$ cat config.mk
export PLATFORM = sky130hd
export DESIGN_NAME = pnpw_ctrl
export DESIGN_NICKNAME = d
export VERILOG_FILES = /design/src/sv/pnpw_pkg.sv /design/src/sv/pnpw_ctrl.sv
export SDC_FILE = /design/constraint.sdc
export NUM_CORES = 1
export LEC_CHECK = 0
export BUFFER_PORTS_ARGS = -buffer_cell sky130_fd_sc_hd__buf_2
export CAP_MARGIN = 10
export CORE_ASPECT_RATIO = 1.4
export CORE_MARGIN = 1
export CORE_UTILIZATION = 26
export DETAILED_ROUTE_END_ITERATION = 7
export PLACE_DENSITY = 0.51
export SYNTH_ARGS = -nofsm -noshare
export SYNTH_HDL_FRONTEND = slang
export SYNTH_SLANG_ARGS = --single-unit
$ cat constraint.sdc
create_clock -name clock -period 3.49 [get_ports clock]
set_clock_uncertainty 0.15 [all_clocks]
set_input_delay 0.5235 -clock clock [delete_from_list [all_inputs] [get_ports clock]]
set_output_delay 0.5235 -clock clock [all_outputs]
set_load 0.01 [all_outputs]
$ cat src/sv/pnpw_pkg.sv
// shared types, constants and the exponential root table
package pnpw_pkg;

   localparam int MAX_POINTS = 256;
   localparam int ADDR_W     = $clog2(MAX_POINTS);
   localparam int CNT_W      = $clog2(MAX_POINTS + 1);

   localparam int COORD_W    = 24;
   localparam int DIFF_W     = COORD_W + 1;
   localparam int MAG_W      = COORD_W;
   localparam int SQ_W       = 2 * MAG_W;
   localparam int SUM_W      = SQ_W + 1;
   localparam int ROOT_W     = (SUM_W + 1) / 2;
   localparam int REM_W      = ROOT_W + 3;
   localparam int SQRT_STEPS = ROOT_W;

   localparam int DIST_W     = 24;
   localparam int WEIGHT_W   = 16;
   localparam int GRAD_W     = 16;
   localparam int P_W        = GRAD_W + ROOT_W;
   localparam int LOG2E_W    = 17;
   localparam logic [LOG2E_W-1:0] LOG2E_Q16 = 17'd94548;
   localparam int U_W        = P_W + LOG2E_W - 24;
   localparam int FRAC_BITS  = 12;
   localparam int N_W        = U_W - FRAC_BITS;
   localparam int M_W        = 31;
   localparam int R_W        = 30;
   localparam int PROD_W     = WEIGHT_W + M_W;
   localparam int N_LIMIT    = 18;

   localparam int CSR_W      = 24;
   localparam int CSR_IDX_W  = 2;
   localparam logic [CSR_IDX_W-1:0] CSR_MAX_DIST  = 2'd0;
   localparam logic [CSR_IDX_W-1:0] CSR_SCORE_MAX = 2'd1;
   localparam logic [CSR_IDX_W-1:0] CSR_GRADIENT  = 2'd2;

   localparam logic [1:0] REQ_CLEAR  = 2'd0;
   localparam logic [1:0] REQ_APPEND = 2'd1;
   localparam logic [1:0] REQ_SCORE  = 2'd2;

   typedef logic [FRAC_BITS-1:0][R_W-1:0] rtab_type;

   typedef struct packed {
      logic              latch;
      logic              rd_en;
      logic [ADDR_W-1:0] rd_addr;
      logic              walk_start;
      logic              sqrt_init;
      logic              sqrt_step;
      logic              exp_p;
      logic              exp_u;
      logic              frac_step;
      logic [3:0]        frac_k;
      logic              wmul;
      logic              finish;
   } cmd_type;

   typedef struct packed {
      logic             is_score;
      logic [CNT_W-1:0] cnt;
      logic             slot_free;
   } status_type;

   function automatic logic [63:0] isqrt64(input logic [63:0] num);
      logic [63:0] res;
      logic [63:0] rem;
      logic [63:0] bitv;
      res = '0;
      rem = num;
      for (int i = 31; i >= 0; i--) begin
         bitv = 64'd1 << (2 * i);
         if (rem >= res + bitv) begin
            rem = rem - (res + bitv);
            res = (res >> 1) + bitv;
         end else begin
            res = res >> 1;
         end
      end
      return res;
   endfunction

   // r(k) = 2^(-2^-(k+1)) in Q.30, each the root of the one before
   function automatic rtab_type build_rtab();
      rtab_type    t;
      logic [63:0] r;
      r = 64'd1 << 29;
      for (int k = 0; k < FRAC_BITS; k++) begin
         r = isqrt64(r << 30);
         t[k] = r[R_W-1:0];
      end
      return t;
   endfunction

   localparam rtab_type RTAB = build_rtab();

endpackage

$ cat src/sv/pnpw_ctrl.sv
// sequencer for clear, append and score requests
module pnpw_ctrl (
   input  logic                   clock,
   input  logic                   reset,
   input  logic                   req_valid,
   output logic                   req_ready,
   input  pnpw_pkg::status_type   status,
   output pnpw_pkg::cmd_type      cmd
);
   import pnpw_pkg::*;

   localparam logic [3:0] S_IDLE      = 4'd0;
   localparam logic [3:0] S_START     = 4'd1;
   localparam logic [3:0] S_WALK      = 4'd2;
   localparam logic [3:0] S_DRAIN     = 4'd3;
   localparam logic [3:0] S_SQRT_INIT = 4'd4;
   localparam logic [3:0] S_SQRT      = 4'd5;
   localparam logic [3:0] S_EXP_P     = 4'd6;
   localparam logic [3:0] S_EXP_U     = 4'd7;
   localparam logic [3:0] S_FRAC      = 4'd8;
   localparam logic [3:0] S_WMUL      = 4'd9;
   localparam logic [3:0] S_FINISH    = 4'd10;

   logic [3:0]       state_ff, state_in;
   logic [CNT_W-1:0] idx_ff, idx_in;
   logic [4:0]       step_ff, step_in;

   assign req_ready = (state_ff == S_IDLE);

   always_comb begin
      state_in = state_ff;
      idx_in   = idx_ff;
      step_in  = step_ff;
      cmd      = '0;
      cmd.rd_addr = idx_ff[ADDR_W-1:0];
      cmd.frac_k  = step_ff[3:0];
      unique case (state_ff)
         S_IDLE: begin
            if (req_valid) begin
               cmd.latch = 1'b1;
               state_in  = S_START;
            end
         end
         S_START: begin
            idx_in = '0;
            if (status.is_score && status.cnt != '0) begin
               cmd.walk_start = 1'b1;
               state_in = S_WALK;
            end else begin
               state_in = S_FINISH;
            end
         end
         S_WALK: begin
            cmd.rd_en = 1'b1;
            idx_in = idx_ff + 1'b1;
            if (idx_ff == status.cnt - 1'b1) begin
               step_in  = 5'd1;
               state_in = S_DRAIN;
            end
         end
         S_DRAIN: begin
            step_in = step_ff - 1'b1;
            if (step_ff == '0) state_in = S_SQRT_INIT;
         end
         S_SQRT_INIT: begin
            cmd.sqrt_init = 1'b1;
            step_in  = 5'(SQRT_STEPS - 1);
            state_in = S_SQRT;
         end
         S_SQRT: begin
            cmd.sqrt_step = 1'b1;
            step_in = step_ff - 1'b1;
            if (step_ff == '0) state_in = S_EXP_P;
         end
         S_EXP_P: begin
            cmd.exp_p = 1'b1;
            state_in  = S_EXP_U;
         end
         S_EXP_U: begin
            cmd.exp_u = 1'b1;
            step_in   = 5'd1;
            state_in  = S_FRAC;
         end
         S_FRAC: begin
            cmd.frac_step = 1'b1;
            step_in = step_ff + 1'b1;
            if (step_ff == 5'(FRAC_BITS)) state_in = S_WMUL;
         end
         S_WMUL: begin
            cmd.wmul = 1'b1;
            state_in = S_FINISH;
         end
         S_FINISH: begin
            if (status.slot_free) begin
               cmd.finish = 1'b1;
               state_in   = S_IDLE;
            end
         end
         default: state_in = S_IDLE;
      endcase
   end

   always_ff @(posedge clock) begin
      if (reset) begin
         state_ff <= S_IDLE;
         idx_ff   <= '0;
         step_ff  <= '0;
      end else begin
         state_ff <= state_in;
         idx_ff   <= idx_in;
         step_ff  <= step_in;
      end
   end

endmodule

# After elaboration in Yosys (flattened, before gate mapping)
# Index checks and enable logic that the tools add are counted.
[word_totals] wordCells=58 ff_bits=18 output_inout_bits=23
[classes] n_addsub=4 reduce_logical=9 eq_ne=18 n_mux=24
[op_table] cell="$pmux W4 S11" n=1
[op_table] cell="$mux W4" n=7
[op_table] cell="$pmux W5 S5" n=1
[op_table] cell="$pmux W9 S2" n=1
[op_table] cell="$eq A4 B3 Y1 const B" n=4
[op_table] cell="$mux W1" n=13
[op_table] cell="$eq A4 B4 Y1 const B" n=3
[op_table] cell="$ne A2 B2 Y1 const B" n=6
[op_table] cell="$add A9 B1 Y9 const B" n=1
[op_table] cell="$eq A9 B9 Y1" n=1
[op_table] cell="$reduce_bool A9 Y1" n=1
[op_table] cell="$sub A9 B1 Y9 const B" n=1
[op_table] cell="$eq A4 B2 Y1 const B" n=2
[op_table] cell="$reduce_and A6 Y1" n=1
[op_table] cell="$add A5 B1 Y5 const B" n=1
[op_table] cell="$eq A5 B4 Y1 const B" n=1
[op_table] cell="$logic_not A5 Y1" n=1
[op_table] cell="$mux W5" n=1
[op_table] cell="$reduce_bool A5 Y1" n=1
[op_table] cell="$sub A5 B1 Y5 const B" n=1
[op_table] cell="$eq A4 B1 Y1 const B" n=1
[op_table] cell="$logic_not A4 Y1" n=1
[op_table] cell="$reduce_and A2 Y1" n=1
[op_table] cell="$reduce_bool A2 Y1" n=1
[op_table] cell="2 further kinds" n=2

# Depth between registers and ports, before layout
[depth] depth_word=4 mapped_depth=9

# Worst setup path before layout
# OpenSTA, ideal clock, no wires.
[synth_path] path_type="register to register" from="reg state_ff[3]" to="reg step_ff[4]" path_slack_ns=1.081 synth_period_minus_slack_ns=2.409 t_arrival_ns=2.127 stages_incl_launch_ff=10 setup_time_ns=0.132 path_cell_list="dfxtp_1 -> nand2b_1 -> or3_1 -> fa_1 -> a21o_1 -> a21oi_1 -> xnor2_1 -> nor2b_1 -> a211oi_1 -> a21oi_1"
[synth_via] elab_chain_cells=4 elab_cells_between_ends=11 cone_classes="7 x eq/ne; 1 x mux; 3 x reduce/logical"
[synth_lines] element="start, declared" line_no="pnpw_ctrl.sv:24" text="logic [3:0] state_ff, state_in;"
[synth_lines] element="start signal, assigned" line_no="pnpw_ctrl.sv:109" text="state_ff <= state_in;"
[synth_lines] element="$eq A4 B3 Y1 / $eq A4 B2 Y1 (equally long branches)" line_no="pnpw_ctrl.sv:37" text="unique case (state_ff)"
[synth_lines] element="$reduce_or A2 Y1 (no source line)"
[synth_lines] element="$reduce_bool A5 Y1 (no source line)"
[synth_lines] element="$reduce_and A2 Y1 (no source line)"
[synth_lines] element="end signal, assigned" line_no="pnpw_ctrl.sv:111" text="step_ff <= step_in;"
[synth_lines] element="end, declared" line_no="pnpw_ctrl.sv:26" text="logic [4:0] step_ff, step_in;"
# Several ways; a longest one is shown, not always the timed one.
# A chain may end at the register's enable or synchronous reset.

# Worst setup path after layout
# Ends and elaborated chain as after synthesis.

==> metrics.txt <==
starting density of the core=0.2686; GP Congestion=0.7240; num ports=37; total power=0.001054 W; Distinct cells, synth=51; CTS tree=yes; post-route setup TNS=0 ps; M3 GR Usage=0.01335; HPWL Detailed=2943 µm; clock root buffer=clkbuf_8; nets@finish=237; PortBufs=36; drc violations=0; Mapped Cells=194; Layout area overhead=11.12%; reg2reg setup slack=630 ps; fraction of registers with async set/reset=0; Least-Margin Pin Slew=506.0 ps; post-synth top area cell=dfxtp_1; final WL=3819 µm; drt pass-1 iters=4; top cells by count, synth=nor2_1 (24), dfxtp_1 (18), a21oi_1 (13), buf_4 (13), nand2_1 (10); met2 usage=0.2277; Pleak=0.7318 nW; highest net fanout along the worst path=15; top-count cell post-synth=nor2_1; fmax=349.5 MHz; Yosys Warn Count=0; Critical Path Source Type=register; n_diodes=0; Post-synth top flop=dfxtp_1; critical path class=register to register; max_slew headroom=0.6583; synthesized area per cell=8.062 µm²; unrepaired setup endpoints after global routing=no; pin count of the biggest net entering global routing=20; Top Usage Layer GRT=met2; detailed-route via count=1427; min-delay worst type=register to register; minimum clock period=2861 ps; cell row count=33; postcts setup bufs=0; Hold Vio Cnt, Final=0; max cap viols=0; area of the multi-input gates=0.001017 mm²; worst setup margin=628.7 ps; CTS Buffer Depth=2; DIE WIDTH=67.55 µm; number of CTS-inserted buffers=3; Non-Filler Instances=286; CP Data Arrival Time=2840 ps; Via density=4.990; status=completed; Cell Pwr Density=606.5 mW/mm²; Reg area=360.3 µm²; GRT overflow=0; Syn Nets=214; sequential area share after synthesis=0.2304; Setup WS pre-CTS=687.9 ps; worst ir drop on vdd=0.1832 mV; clk slew on worst S/H paths=80 ps; initial antenna violation count=0; number of global-route vias before repair=1316; Worst Setup End Kind=register; post-route ant nets=0; synthesized cell area=0.001564 mm²; H-tree depth=1; EDFF count, synth=0; Die Y=93.77 µm; clk sink count=18; Tcrit/Tclk final=0.8199; max-slew violations=0; full die area=0.006334 mm²; Setup Viol. Count Final=0; top-area cell type share of the netlist area=0.2304; total track usage=0.1316; share of post-route cells with drive strength above 1=0.2454; area of the core=0.005822 mm²; routed len/inst=13.35 µm; Inst Count DP=282; met1 global-route usage=0.1624; global-route wire length before repair=6430 µm; leading post-synthesis cells by cell area=dfxtp_1 (23%), buf_4 (6.2%), nor2_1 (5.8%); # hold bufs at CTS=0; initial drt markers=43; number of synthesized register bits=18; Layout fillers=650; post-CTS resize count=0; clk_lat worst skew=260 ps; Worst Path Required=3470 ps
## layer usage
layer / up-vias / share of wire
li1: 736 / -
met1: 661 / 0.44
met2: 25 / 0.51
met3: 5 / 0.031
met4: 0 / 0.015
met5: - / 0
## stage by stage
| stage | hold slack [ps] | utilization | area [µm²] |
|---|---|---|---|
| 2_1_floorplan | 313.7 | - | 1564 |
| 3_3_place_gp | 330.7 | 0.2891 | 1683 |
| 3_5_place_dp | 350.2 | 0.2891 | 1683 |
| 4_1_cts | 361.6 | 0.2985 | 1738 |
| 5_1_grt | 400.1 | 0.2985 | 1738 |
| 6_report | 357.4 | 0.2985 | 1738 |
## power by group
part / leakage (nW) / internal (W) / switching (W)
Clock: 0.0288 / 0.000100 / 0.0000734
Sequential: 0.146 / 0.000242 / 0.0000809
Combinational: 0.557 / 0.000253 / 0.000305
## cells in the final DEF (no fill, tap or decap), drive strengths merged, types with 2 or more instances in the layout
cell and count:
buf 38, nand3 4, nor2b 2, o41ai 4, nor3b 4, dfxtp 18, or2 2, nor4 4
and3 4, nor2 24, a211oi 5, nor3 8, a22oi 2, clkbuf 4, nor4b 2, o21ai 7
nand2 10, inv 6, a21o 3, xor2 6, a311oi 3, nand2b 7, a21oi 14, xnor2 9
ha 5, or3 5
## cell families after synthesis
| logic type | synth area share |
|---|---|
| muxes | 0.006400 |
| and+or+nand+nor | 0.2792 |
| buffers and inverters | 0.1192 |
| xor gates and xnor gates | 0.08400 |
| AOI/OAI and AO/OA | 0.2280 |
| DFF | 0.2304 |
| adders and majority gates | 0.05280 |
## worst paths after layout
kind	start	end	cells after the start
worst max-delay path	state_ff[3]	step_ff[4]	9
worst min-delay path	idx_ff[8]	idx_ff[8]	1
worst max register to register	state_ff[3]	step_ff[4]	9
worst min register to register	idx_ff[8]	idx_ff[8]	1
## sequential cells by signal (all words and copies together) (netlist names)
name and flops:
idx_ff 9, step_ff 5, state_ff 4
## final cells by class
| cell class | count | share of cell area |
|---|---|---|
| clock buffers | 4 | 0.03168 |
| inverters | 6 | 0.01296 |
| multi-input cells | 150 | 0.5853 |
| flip-flops and latches | 18 | 0.2073 |
| well taps | 70 | 0.05040 |
| repair buffers | 38 | 0.1123 |
## worst max-delay path, stage by stage (launching register included)
cell	delay, ps
dfxtp_1	650
nand2b_1	170
or3_1	440
fa_1	430
a21o_1	170
a21oi_1	180
xnor2_1	160
nor2b_1	70
a211oi_1	220
a21oi_1	90
(Power assumes the default switching activity.)
